==> src/rtl/fsas_pkg.sv <==
// ----------------------------------------------------------------------------
// fsas_pkg
// Shared types and constants of the single-precision add/subtract pipeline.
// ----------------------------------------------------------------------------
package fsas_pkg;

  localparam int unsigned WORD_W   = 32;
  localparam int unsigned EXP_W    = 8;
  localparam int unsigned MANT_W   = 23;
  localparam int unsigned GUARD_W  = 6;
  localparam int unsigned MAX_GAP  = 25;
  localparam logic [31:0] SIGN_MASK = 32'h8000_0000;

  typedef enum logic {
    ACT_ADD = 1'b0,
    ACT_SUB = 1'b1
  } action_t;

  // Signed mantissa with hidden bit and guard bits: 24+6 bits, plus sign.
  typedef logic signed [31:0] smant_t;

endpackage

==> src/rtl/fsas_if.sv <==
// ----------------------------------------------------------------------------
// fsas_in_if / fsas_out_if
// Valid/ready channels for requests and results.
// ----------------------------------------------------------------------------
interface fsas_in_if;
  logic        valid;
  logic        ready;
  logic [31:0] operand_a;
  logic [31:0] operand_b;
  logic        action;
  modport source (output valid, operand_a, operand_b, action, input ready);
  modport sink   (input valid, operand_a, operand_b, action, output ready);
endinterface

interface fsas_out_if;
  logic        valid;
  logic        ready;
  logic [31:0] sum_bits;
  modport source (output valid, sum_bits, input ready);
  modport sink   (input valid, sum_bits, output ready);
endinterface

==> src/rtl/float_single_add_sub.sv <==
// ----------------------------------------------------------------------------
// float_single_add_sub
// Single-precision add/subtract in a four-stage valid/ready pipeline.
// ----------------------------------------------------------------------------
// Path: each request is registered in stages 1 to 4 before its result is offered.
// Throughput: one request per cycle; each stage advances when the next is
// free, so a stall at the output backs up the pipeline without losing data.
// Reset: synchronous active-low rst_n clears all stage valid bits; payload
// registers are not reset.
module float_single_add_sub import fsas_pkg::*; (
  input  logic     clk,
  input  logic     rst_n,
  fsas_in_if.sink  in_ch,
  fsas_out_if.source out_ch
);

  // Stage enables: a stage loads when it is empty or its content moves on.
  logic v1_r, v2_r, v3_r, v4_r;
  logic en1, en2, en3, en4;

  assign en4 = !v4_r || out_ch.ready;
  assign en3 = !v3_r || en4;
  assign en2 = !v2_r || en3;
  assign en1 = !v1_r || en2;
  assign in_ch.ready = en1;

  // ---------------- Stage 1: operand prep, bypass decisions ----------------
  logic [31:0] a_in, b_in;
  logic        byp_nxt;
  logic [31:0] bres_nxt;
  logic [7:0]  ea, eb;
  logic        a_big;
  logic [7:0]  diff_nxt;
  smant_t      ma_nxt, mb_nxt;

  always_comb begin
    a_in = in_ch.operand_a;
    b_in = (action_t'(in_ch.action) == ACT_SUB) ? (in_ch.operand_b ^ SIGN_MASK)
                                                : in_ch.operand_b;
    ea = a_in[30:23];
    eb = b_in[30:23];
    a_big = ea > eb;
    diff_nxt = a_big ? (ea - eb) : (eb - ea);
    byp_nxt  = 1'b1;
    bres_nxt = 32'd0;
    // The first subtract special case tests the raw b operand.
    if (action_t'(in_ch.action) == ACT_SUB && in_ch.operand_b == 32'd0) begin
      bres_nxt = a_in;
    end else if (a_in == 32'd0) begin
      bres_nxt = b_in;
    end else if (b_in == 32'd0) begin
      bres_nxt = a_in;
    end else if ({1'b0, ea} > {1'b0, eb} + 9'(MAX_GAP)) begin
      bres_nxt = a_in;
    end else if ({1'b0, eb} > {1'b0, ea} + 9'(MAX_GAP)) begin
      bres_nxt = b_in;
    end else begin
      byp_nxt = 1'b0;
    end
    ma_nxt = smant_t'({2'b01, a_in[22:0], 6'd0});
    mb_nxt = smant_t'({2'b01, b_in[22:0], 6'd0});
    ma_nxt = {1'b0, ma_nxt[30:0]};
    mb_nxt = {1'b0, mb_nxt[30:0]};
    if (a_in[31]) ma_nxt = -ma_nxt;
    if (b_in[31]) mb_nxt = -mb_nxt;
  end

  logic        byp1_r, abig1_r;
  logic [31:0] bres1_r;
  logic [7:0]  diff1_r, exp1_r;
  smant_t      ma1_r, mb1_r;

  always_ff @(posedge clk) begin
    if (!rst_n) begin
      v1_r <= 1'b0;
    end else if (en1) begin
      v1_r <= in_ch.valid;
    end
    if (en1) begin
      byp1_r  <= byp_nxt;
      bres1_r <= bres_nxt;
      abig1_r <= a_big;
      diff1_r <= diff_nxt;
      exp1_r  <= a_big ? ea : eb;
      ma1_r   <= ma_nxt;
      mb1_r   <= mb_nxt;
    end
  end

  // ---------------- Stage 2: align and sum ----------------
  smant_t      sum_nxt;
  logic [31:0] mag2_nxt;

  always_comb begin
    // For non-bypassed items the gap is at most 25, so a 5-bit shift covers it.
    if (abig1_r) begin
      sum_nxt = ma1_r + (mb1_r >>> diff1_r[4:0]);
    end else begin
      sum_nxt = (ma1_r >>> diff1_r[4:0]) + mb1_r;
    end
    mag2_nxt = sum_nxt[31] ? 32'(-sum_nxt) : 32'(sum_nxt);
  end

  logic        byp2_r, sgn2_r;
  logic [31:0] bres2_r, mag2_r;
  logic [7:0]  exp2_r;

  always_ff @(posedge clk) begin
    if (!rst_n) begin
      v2_r <= 1'b0;
    end else if (en2) begin
      v2_r <= v1_r;
    end
    if (en2) begin
      // Exact cancellation folds into the bypass path as zero.
      byp2_r  <= byp1_r || (sum_nxt == 32'sd0);
      bres2_r <= byp1_r ? bres1_r : 32'd0;
      sgn2_r  <= sum_nxt[31];
      mag2_r  <= mag2_nxt;
      exp2_r  <= exp1_r;
    end
  end

  // ---------------- Stage 3: normalize ----------------
  // The exponent carries a ninth bit from here on so that underflow below
  // zero and overflow past 255 keep the bit that lands on the sign.
  logic [4:0]  nshift;
  logic [31:0] mag3_nxt;
  logic [8:0]  exp3_nxt;

  fsas_norm u_norm (.mag(mag2_r), .shift(nshift));

  always_comb begin
    mag3_nxt = mag2_r << nshift;
    exp3_nxt = {1'b0, exp2_r} - 9'(nshift);
    if (mag3_nxt[30]) begin
      mag3_nxt = mag3_nxt >> 1;
      exp3_nxt = exp3_nxt + 9'd1;
    end
  end

  logic        byp3_r, sgn3_r;
  logic [31:0] bres3_r, mag3_r;
  logic [8:0]  exp3_r;

  always_ff @(posedge clk) begin
    if (!rst_n) begin
      v3_r <= 1'b0;
    end else if (en3) begin
      v3_r <= v2_r;
    end
    if (en3) begin
      byp3_r  <= byp2_r;
      bres3_r <= bres2_r;
      sgn3_r  <= sgn2_r;
      mag3_r  <= mag3_nxt;
      exp3_r  <= exp3_nxt;
    end
  end

  // ---------------- Stage 4: round and pack ----------------
  logic [31:0] rmag;
  logic [8:0]  rexp;
  logic [31:0] res_nxt;

  always_comb begin
    rmag = mag3_r + (mag3_r[6] ? 32'h20 : 32'h1F);
    rexp = exp3_r;
    if (rmag[30]) begin
      rmag = rmag >> 1;
      rexp = rexp + 9'd1;
    end
    rmag = rmag >> GUARD_W;
    rmag[23] = 1'b0;
    // Exponent bit 8 lands on the sign bit and ORs into it.
    res_nxt = byp3_r ? bres3_r
                     : ({sgn3_r, 31'd0} | {rexp, 23'd0} | rmag);
  end

  logic [31:0] res4_r;

  always_ff @(posedge clk) begin
    if (!rst_n) begin
      v4_r <= 1'b0;
    end else if (en4) begin
      v4_r <= v3_r;
    end
    if (en4) begin
      res4_r <= res_nxt;
    end
  end

  assign out_ch.valid    = v4_r;
  assign out_ch.sum_bits = res4_r;

  // ---------------- Assertions ----------------
  a_hold_out: assert property (@(posedge clk) disable iff (!rst_n)
    v4_r && !out_ch.ready |=> v4_r && $stable(res4_r))
    else $error("result changed while stalled");
  a_ready: assert property (@(posedge clk) disable iff (!rst_n)
    !v1_r |-> in_ch.ready)
    else $error("empty first stage refused a request");
  a_advance: assert property (@(posedge clk) disable iff (!rst_n)
    v3_r && en4 |=> v4_r)
    else $error("stage 3 item lost");
  a_norm: assert property (@(posedge clk) disable iff (!rst_n)
    v3_r && !byp3_r |-> mag3_r[29] && !mag3_r[30])
    else $error("mantissa not normalized");

endmodule

==> src/rtl/fsas_norm.sv <==
// ----------------------------------------------------------------------------
// fsas_norm
// Leading-one search over the 32-bit magnitude: returns the left shift that
// puts the top set bit into bits 31..29 window (top three bits non-zero).
// ----------------------------------------------------------------------------
module fsas_norm import fsas_pkg::*; (
  input  logic [31:0] mag,
  output logic [4:0]  shift
);

  logic [4:0] lz;

  // Count leading zeros, then back off so a one sits in bit 29..31.
  always_comb begin
    lz = 5'd0;
    for (int i = 0; i < 32; i++) begin
      if (mag[i]) begin
        lz = 5'(31 - i);
      end
    end
    shift = (lz > 5'd2) ? (lz - 5'd2) : 5'd0;
  end

endmodule
==> src/flat_wrapper.sv <==
// flat-port wrapper written by rule: the top's interface ports become plain ports
module float_single_add_sub_flat import fsas_pkg::*;
  (clk, rst_n, in_ch_valid, in_ch_operand_a, in_ch_operand_b, in_ch_action, in_ch_ready, out_ch_valid, out_ch_sum_bits, out_ch_ready);
  fsas_in_if in_ch_i ();
  fsas_out_if out_ch_i ();
  input  logic clk;
  input  logic rst_n;
  input wire logic [$bits(in_ch_i.valid)-1:0] in_ch_valid;
  input wire logic [$bits(in_ch_i.operand_a)-1:0] in_ch_operand_a;
  input wire logic [$bits(in_ch_i.operand_b)-1:0] in_ch_operand_b;
  input wire logic [$bits(in_ch_i.action)-1:0] in_ch_action;
  output wire logic [$bits(in_ch_i.ready)-1:0] in_ch_ready;
  output wire logic [$bits(out_ch_i.valid)-1:0] out_ch_valid;
  output wire logic [$bits(out_ch_i.sum_bits)-1:0] out_ch_sum_bits;
  input wire logic [$bits(out_ch_i.ready)-1:0] out_ch_ready;
  assign in_ch_i.valid = in_ch_valid;
  assign in_ch_i.operand_a = in_ch_operand_a;
  assign in_ch_i.operand_b = in_ch_operand_b;
  assign in_ch_i.action = in_ch_action;
  assign in_ch_ready = in_ch_i.ready;
  assign out_ch_valid = out_ch_i.valid;
  assign out_ch_sum_bits = out_ch_i.sum_bits;
  assign out_ch_i.ready = out_ch_ready;
  float_single_add_sub u_core (.clk(clk), .rst_n(rst_n), .in_ch(in_ch_i), .out_ch(out_ch_i));
endmodule
==> config.mk <==
export PLATFORM = sky130hd
export DESIGN_NAME = float_single_add_sub_flat
export DESIGN_NICKNAME = d
export VERILOG_FILES = /design/src/rtl/fsas_pkg.sv /design/src/rtl/fsas_if.sv /design/src/rtl/float_single_add_sub.sv /design/src/rtl/fsas_norm.sv /design/src/flat_wrapper.sv
export SDC_FILE = /design/constraint.sdc
export NUM_CORES = 1
export LEC_CHECK = 0
export BUFFER_PORTS_ARGS = -buffer_cell sky130_fd_sc_hd__buf_2
export CORE_MARGIN = 2
export CORE_UTILIZATION = 35
export DETAILED_ROUTE_END_ITERATION = 12
export PLACE_DENSITY = 0.57
export SYNTH_ARGS = -nofsm -noshare
export SYNTH_HDL_FRONTEND = slang
export SYNTH_SLANG_ARGS = --single-unit
==> constraint.sdc <==
create_clock -name clk -period 5.1 [get_ports clk]
set_input_delay 0.765 -clock clk [delete_from_list [all_inputs] [get_ports clk]]
set_output_delay 0.765 -clock clk [all_outputs]
set_load 0.02 [all_outputs]
# --- Word level (Yosys, flattened, before mapping) ---
# Index checks and enable logic that the tools add are counted.
op_classes:
  n_addsub: 14
  mul: 0
  div_mod_pow: 0
  magnitude_cmp: 4
  eq_ne: 0
  shifts: 3
  muxes: 52
  bitwise_logic: 3
  n_reduce_logical: 15
op_table:
  columns: ["operator", "n"]
  rows:
  - ["$mux 32", 9]
  - ["$mux 5", 34]
  - ["$logic_not 32->1", 4]
  - ["$add 32x32->32", 3]
  - ["$mux 29", 3]
  - ["$neg 30->32", 2]
  - ["$sshr 32x5->32", 2]
  - ["$neg 32->32", 1]
  - ["$or 32x26->32", 1]
  - ["$or 32x32->32", 1]
  - ["$shl 32x5->32", 1]
  - ["$mux 31", 1]
  - ["$add 8x5->9 const B", 2]
  - ["$add 9x1->9 const B", 2]
  - ["$gt 8x9->1", 2]
  - ["$mux 9", 2]
  - ["$sub 5x5->5", 2]
  - ["$sub 8x5->9", 1]
  - ["$gt 8x8->1", 1]
  - ["$mux 8", 1]
  - ["$mux 6", 1]
  - ["$gt 5x2->1 const B", 1]
  - ["$logic_or 1x1->1", 5]
  - ["$sub 5x2->5 const B", 1]
  - ["5 further kinds", 8]
totals:
  ff_bits: 296
  latch_bits: 0
  ramBits: 0
  rom_bits: 0
  mem_count: 0

# --- Logic depth before layout (Yosys ltp) ---
depth:
  ltp_word: 37
  depth_mapped: 26
  ltp_nobuf: 21

# --- Modules after synthesis ---
# Synthesis repeated with hierarchy kept, for this count alone.
hier_totals:
  hier_cells: 2424
  area_unflattened_um2: 23298.6
by_module_without_submodules:
  columns: ["module", "instances", "cells_each", "area_each_um2", "seq_area_each_um2"]
  rows:
  - ["float_single_add_sub", 1, 2343, 22831.9, 8428.1]
  - ["fsas_norm", 1, 81, 466.7, 0.0]

# --- Worst setup path before layout ---
# Ideal clock, no wire load.
synth_timing:
  path_type: "register -> register"
  start: "register u_core.diff1_r[0]"
  end: "register u_core.mag2_r[28], data pin"
  t_arrival_ns: 5.352
  slack_ns: -0.518
  stages_incl_launch_ff: 24
  path_buffers: 5
  path_cell_list: "edfxtp_1 buf_6 buf_6 buf_2 buf_1 clkbuf_1 mux2_2 nand2_1 o21ai_0 o21ai_0 o21ai_0 ha_1 fa_1 a211oi_1 o21ai_0 a31o_2 xor2_1 a211oi_1 nand2_1 nor3b_1 and2_1 nand4_2 o31ai_2 xor2_1"
synth_between:
  elab_chain_len: 5
  word_cells_on_any_way: 7
  cone_classes: "add/sub (3); shift (2); mux (2)"
synth_rtl:
  columns: ["item", "line_no", "rtl"]
  rows:
  - ["from (decl)", "float_single_add_sub.sv:70", "logic [7:0] diff1_r, exp1_r;"]
  - ["from (signal assigned)", "float_single_add_sub.sv:83", "diff1_r <= diff_nxt;"]
  - ["$sshr 32x5->32, on equally long branches", "float_single_add_sub.sv:99, float_single_add_sub.sv:97", null]
  - ["$add 32x32->32, on equally long branches", "float_single_add_sub.sv:99, float_single_add_sub.sv:97", null]
  - ["$mux 32 (*)", "float_single_add_sub.sv:96", "if (abig1_r) begin"]
  - ["$neg 32->32", "float_single_add_sub.sv:101", "mag2_nxt = sum_nxt[31] ? 32'(-sum_nxt) : 32'(sum_nxt);"]
  - ["$mux 31 (*)", "float_single_add_sub.sv:101", null]
  - ["net u_core.mag2_nxt[28]", "float_single_add_sub.sv:92", "logic [31:0] mag2_nxt;"]
  - ["to (signal assigned)", "float_single_add_sub.sv:119", "mag2_r <= mag2_nxt;"]
  - ["to (decl)", "float_single_add_sub.sv:105", "logic [31:0] bres2_r, mag2_r;"]
# Mark *: on every way through the listed nets, which the timed path passes. The rest lies on a longest branch.
# A chain may end at the register's enable or synchronous reset.

# --- Final worst setup path ---
layout_timing:
  start: "register u_core.diff1_r[0]"
  end: "register u_core.mag2_r[30], data pin"
# The elaborated chain is that of the path after synthesis.

==> results.sh <==
export IMPL_run_status="completed"
export IMPL_die_y_um=261
export IMPL_drtPass1Iterations=6
export IMPL_clock_root_buffer="sky130_fd_sc_hd__clkbuf_16"
export IMPL_layout_cells_most_common="sky130_fd_sc_hd__buf_4"
export IMPL_remaining_drc_errors=0
export IMPL_power_net_switching_mw=8.97
export IMPL_drt_initial_drc_count=2214
export IMPL_cts_sinks=282
export IMPL_tritoncts="yes"
export IMPL_place_worst_setup_slack_ns=-0.413
export IMPL_rsz0062_at_grt="true"
export IMPL_post_synth_top_area_cell="sky130_fd_sc_hd__edfxtp_1"
export IMPL_post_synth_xor_area_fraction_pct=6.17
export IMPL_vdd_ir_drop_worst_mv=0.360
export IMPL_critPathLaunchType="register"
export IMPL_yosys_register_bits=282
export IMPL_layout_min_cycle_time_ns=4.98
export IMPL_post_synth_simple_gate_area_pct=15.9
export IMPL_startpoint="u_core.diff1_r[0]"
export IMPL_max_cap_violations=0
export IMPL_period_share_pct=97.6
export IMPL_synthArstFlopShare_pct=0
export IMPL_dp_cells=3476
export IMPL_antenna_left=0
export IMPL_grt_remaining_overflow=0
export IMPL_setup_worst_path_class="register to register"
export IMPL_htree_num_levels=1
export IMPL_boundaryPins=103
export IMPL_finalWirelength_um=81700
export IMPL_detail_route_vias_per_cell=5.79
export IMPL_worstMarginPinSlew_ns=1.14
export IMPL_routedWlPerCell_um=22.9
export IMPL_clock_power_share_pct=11.2
export IMPL_core_region_area_sq_um=65600
export IMPL_combinationalPowerShare_pct=66.5
export IMPL_crit_fanout=8
export IMPL_synth_seq_area_share_pct=36.5
export IMPL_synth_top_cell_area_share_pct=36.1
export IMPL_chipWidth_um=261
export IMPL_die_area_sq_um=68100
export IMPL_gp_routability_congestion=0.989
export IMPL_min_to="u_core.exp2_r[1]"
export IMPL_maxSlewViolCount=0
export IMPL_r2r_cell_count=23
export IMPL_netlist_area_sq_um=23100
export IMPL_num_antenna_cells=0
export IMPL_cts_buffers_inserted=30
export IMPL_yosys_area_share_adder_pct=5.63
export IMPL_final_layout_size_suffix_gt1_share_pct=25.3
export IMPL_share_seq_of_total_power_pct=22.3
export IMPL_number_of_buffers_inserted_by_port_buffering=102
export IMPL_final_layout_setup_total_negative_slack_ns=0
export IMPL_final_hold_worst_slack_ns=0.414
export IMPL_synth_compound_area_share_pct=19.4
export IMPL_initial_core_utilization_pct=35.2
export IMPL_ys_types=108
export IMPL_power_density_cell_area_nw_per_um2=691
export IMPL_syn_instance_count=2382
export IMPL_synthToLayoutAreaGrowth_pct=21.2
export IMPL_power_switching_fraction_pct=46.3
export IMPL_cts_path_max_buffers=3
export IMPL_place_detailed_hpwl_um=62800
export IMPL_post_synth_mux_area_share_pct=12.1
export IMPL_filler_cell_count=6390
export IMPL_p_int_mw=10.4
export IMPL_instances_no_fill=3565
export IMPL_timing_hold_worst_class="register to register"
export IMPL_worst_endpoint_arrival_ns=5.29
export IMPL_avgSynthCellArea_sq_um=9.71
export IMPL_final_setup_skew_ns=0.0253
export IMPL_gr_usage_all_layers_pct=23.3
export IMPL_worst_slew_margin_relative_to_its_limit_pct=22.0
export IMPL_antenna_found_initial=2
export IMPL_required_time_reported_for_the_critical_path_endpoint_ns=5.41
export IMPL_synth_fp_nets=2552
export IMPL_clkTransAtPathRegs_ns=0.06
export IMPL_fp_row_count=94
export IMPL_whs_path_depth=0
export IMPL_rr_startpoint="u_core.diff1_r[0]"
export IMPL_finalSetupViolCount=0
export IMPL_maximum_number_of_pins_on_one_net_before_global_route_repair=76
export IMPL_grt_pass1_vias=19700
export IMPL_synthFlopType="sky130_fd_sc_hd__edfxtp_1"
export IMPL_timing_hold_worst_start="u_core.exp1_r[1]"
export IMPL_timing_final_ws_setup_ns=0.122
export IMPL_nets=2847
export IMPL_power_static_leakage_nw=11.1
export IMPL_commonest_cells_after_routing_fill_and_taps_aside="sky130_fd_sc_hd__buf_4 (285), sky130_fd_sc_hd__edfxtp_1 (278), sky130_fd_sc_hd__nand2_1 (210)"
export IMPL_synth_top_family_by_area="compound AO/OA/AOI/OAI gates"
export IMPL_cts_hold_repair_buffers=0
export IMPL_worst_r2r_endpoint="u_core.mag2_r[30]"
export IMPL_clk_latency_ns=0.58
export IMPL_timing_hold_violations_final=0
export IMPL_synth_top_cells_by_area="sky130_fd_sc_hd__edfxtp_1 (36%), sky130_fd_sc_hd__mux2i_1 (5.3%), sky130_fd_sc_hd__ha_1 (5.2%)"
export IMPL_synth_edff_count=278
export IMPL_worstSetupEndpointType="register"
export IMPL_grt_pass1_wl_um=123000
export IMPL_fmax_ghz=0.201
export IMPL_rrSetupSlack_ns=0.12
export IMPL_yosys_warnings=0
export IMPL_dr_total_vias=20600
==> kinds of logic (layout without fill, tap and decap cells) <==
logic type               after synthesis  in the layout
multiplexers                         212            212
buffers and inverters                235            554
AND/OR/NAND/NOR                      731            731
flip-flops                           282            282
AO/OA/AOI/OAI                        658            658
adder cells (fa/ha/maj)              101            101
XOR/XNOR                             163            163
==> synthesized netlist by cell type (55+ instances only) <==
cell	instances
sky130_fd_sc_hd__xnor2_1	108
sky130_fd_sc_hd__clkbuf_1	80
sky130_fd_sc_hd__edfxtp_1	278
sky130_fd_sc_hd__ha_1	96
sky130_fd_sc_hd__nor2_1	179
sky130_fd_sc_hd__xor2_1	55
sky130_fd_sc_hd__nand2_1	213
sky130_fd_sc_hd__inv_1	79
sky130_fd_sc_hd__mux2i_1	123
sky130_fd_sc_hd__o21ai_0	155
sky130_fd_sc_hd__a21oi_1	154
==> critical path, cell delays in order (launching register included) <==
cell                       delay, ns
sky130_fd_sc_hd__edfxtp_1       0.39
sky130_fd_sc_hd__buf_12         0.16
sky130_fd_sc_hd__buf_16         0.14
sky130_fd_sc_hd__mux4_2         0.56
sky130_fd_sc_hd__nand2_1        0.10
sky130_fd_sc_hd__a21oi_1        0.08
sky130_fd_sc_hd__a21oi_2        0.14
sky130_fd_sc_hd__mux2i_1        0.12
sky130_fd_sc_hd__ha_2           0.24
sky130_fd_sc_hd__fa_2           0.36
sky130_fd_sc_hd__a211oi_2       0.29
sky130_fd_sc_hd__buf_4          0.16
sky130_fd_sc_hd__o21a_1         0.14
sky130_fd_sc_hd__nor3_2         0.07
sky130_fd_sc_hd__a211oi_2       0.15
sky130_fd_sc_hd__buf_4          0.16
sky130_fd_sc_hd__o311ai_4       0.11
sky130_fd_sc_hd__o41ai_2        0.38
sky130_fd_sc_hd__xnor2_1        0.13
sky130_fd_sc_hd__a21oi_2        0.16
sky130_fd_sc_hd__nand4_1        0.19
sky130_fd_sc_hd__buf_4          0.20
sky130_fd_sc_hd__o31ai_4        0.18
sky130_fd_sc_hd__xnor2_1        0.11
==> worst max path at each step <==
| stage | endpoint | cells past startpoint |
|---|---|---|
| after floorplan | u_core.mag2_r[28] | 23 |
| after global placement | u_core.byp2_r | 21 |
| after detailed placement | u_core.byp2_r | 21 |
| after CTS | u_core.byp2_r | 22 |
| after global routing | u_core.mag2_r[30] | 23 |
| final | u_core.mag2_r[30] | 23 |
==> metrics by stage <==
stage / util [%] / area [sq um] / total power, mW
floorplan: - / 23200 / 12.1
global placement: 40.0 / 26300 / 16.3
detailed placement: 40.0 / 26300 / 16.4
CTS: 41.6 / 27300 / 18.7
global route: 42.7 / 28000 / 20.5
finish: 42.7 / 28000 / 19.4
==> power by group through the flow <==
| stage | Clock [mW] | Combinational, mW | Sequential (mW) |
|---|---|---|---|
| floorplan | 0 | 7.89 | 4.18 |
| global placement | 0 | 11.9 | 4.35 |
| detailed placement | 0 | 12.0 | 4.35 |
| CTS | 2.21 | 12.2 | 4.31 |
| global route | 2.30 | 13.9 | 4.38 |
| finish | 2.17 | 12.9 | 4.31 |
==> layer usage <==
layer	GRT usage, %	up-vias	routed length (um)
li1	-	9620	-
met1	34.0	10100	37400
met2	36.7	788	37100
met3	2.43	125	4740
met4	6.55	0	2490
met5	0	-	0
==> area by class of cell <==
type                            count  area [sq um]  area share, %
Sequential cell                   282          8430           30.1
Timing Repair Buffer              407          3020           10.8
Clock buffer                       43           851           3.04
Multi-Input combinational cell   1865         14200           50.5
Inverter                           91           352           1.25
Clock inverter                     13           135          0.482
Tap cell                          864          1080           3.86
==> repair_timing <==
action                                  in CTS  in global routing
cloned                                       0                  3
endpoints found under the setup margin      31                 48
pin swaps                                    1                 33
resized for setup                           19                105
setup buffers                                0                 31
==> state kept, by name, indices dropped and copies added (netlist names), 5 cells and up <==
register                flops
u_core.mag2_r              32
u_core.mag3_r              32
u_core.exp1_r               8
u_core.bres3_r             32
u_core.exp3_r               9
u_core.mb1_r               25
u_core.ma1_r               25
u_core.diff1_r              5
u_core.bres1_r             32
u_core.bres2_r             32
u_core.out_ch.sum_bits     32
u_core.exp2_r               8
Power figures use the tool's default switching activity.
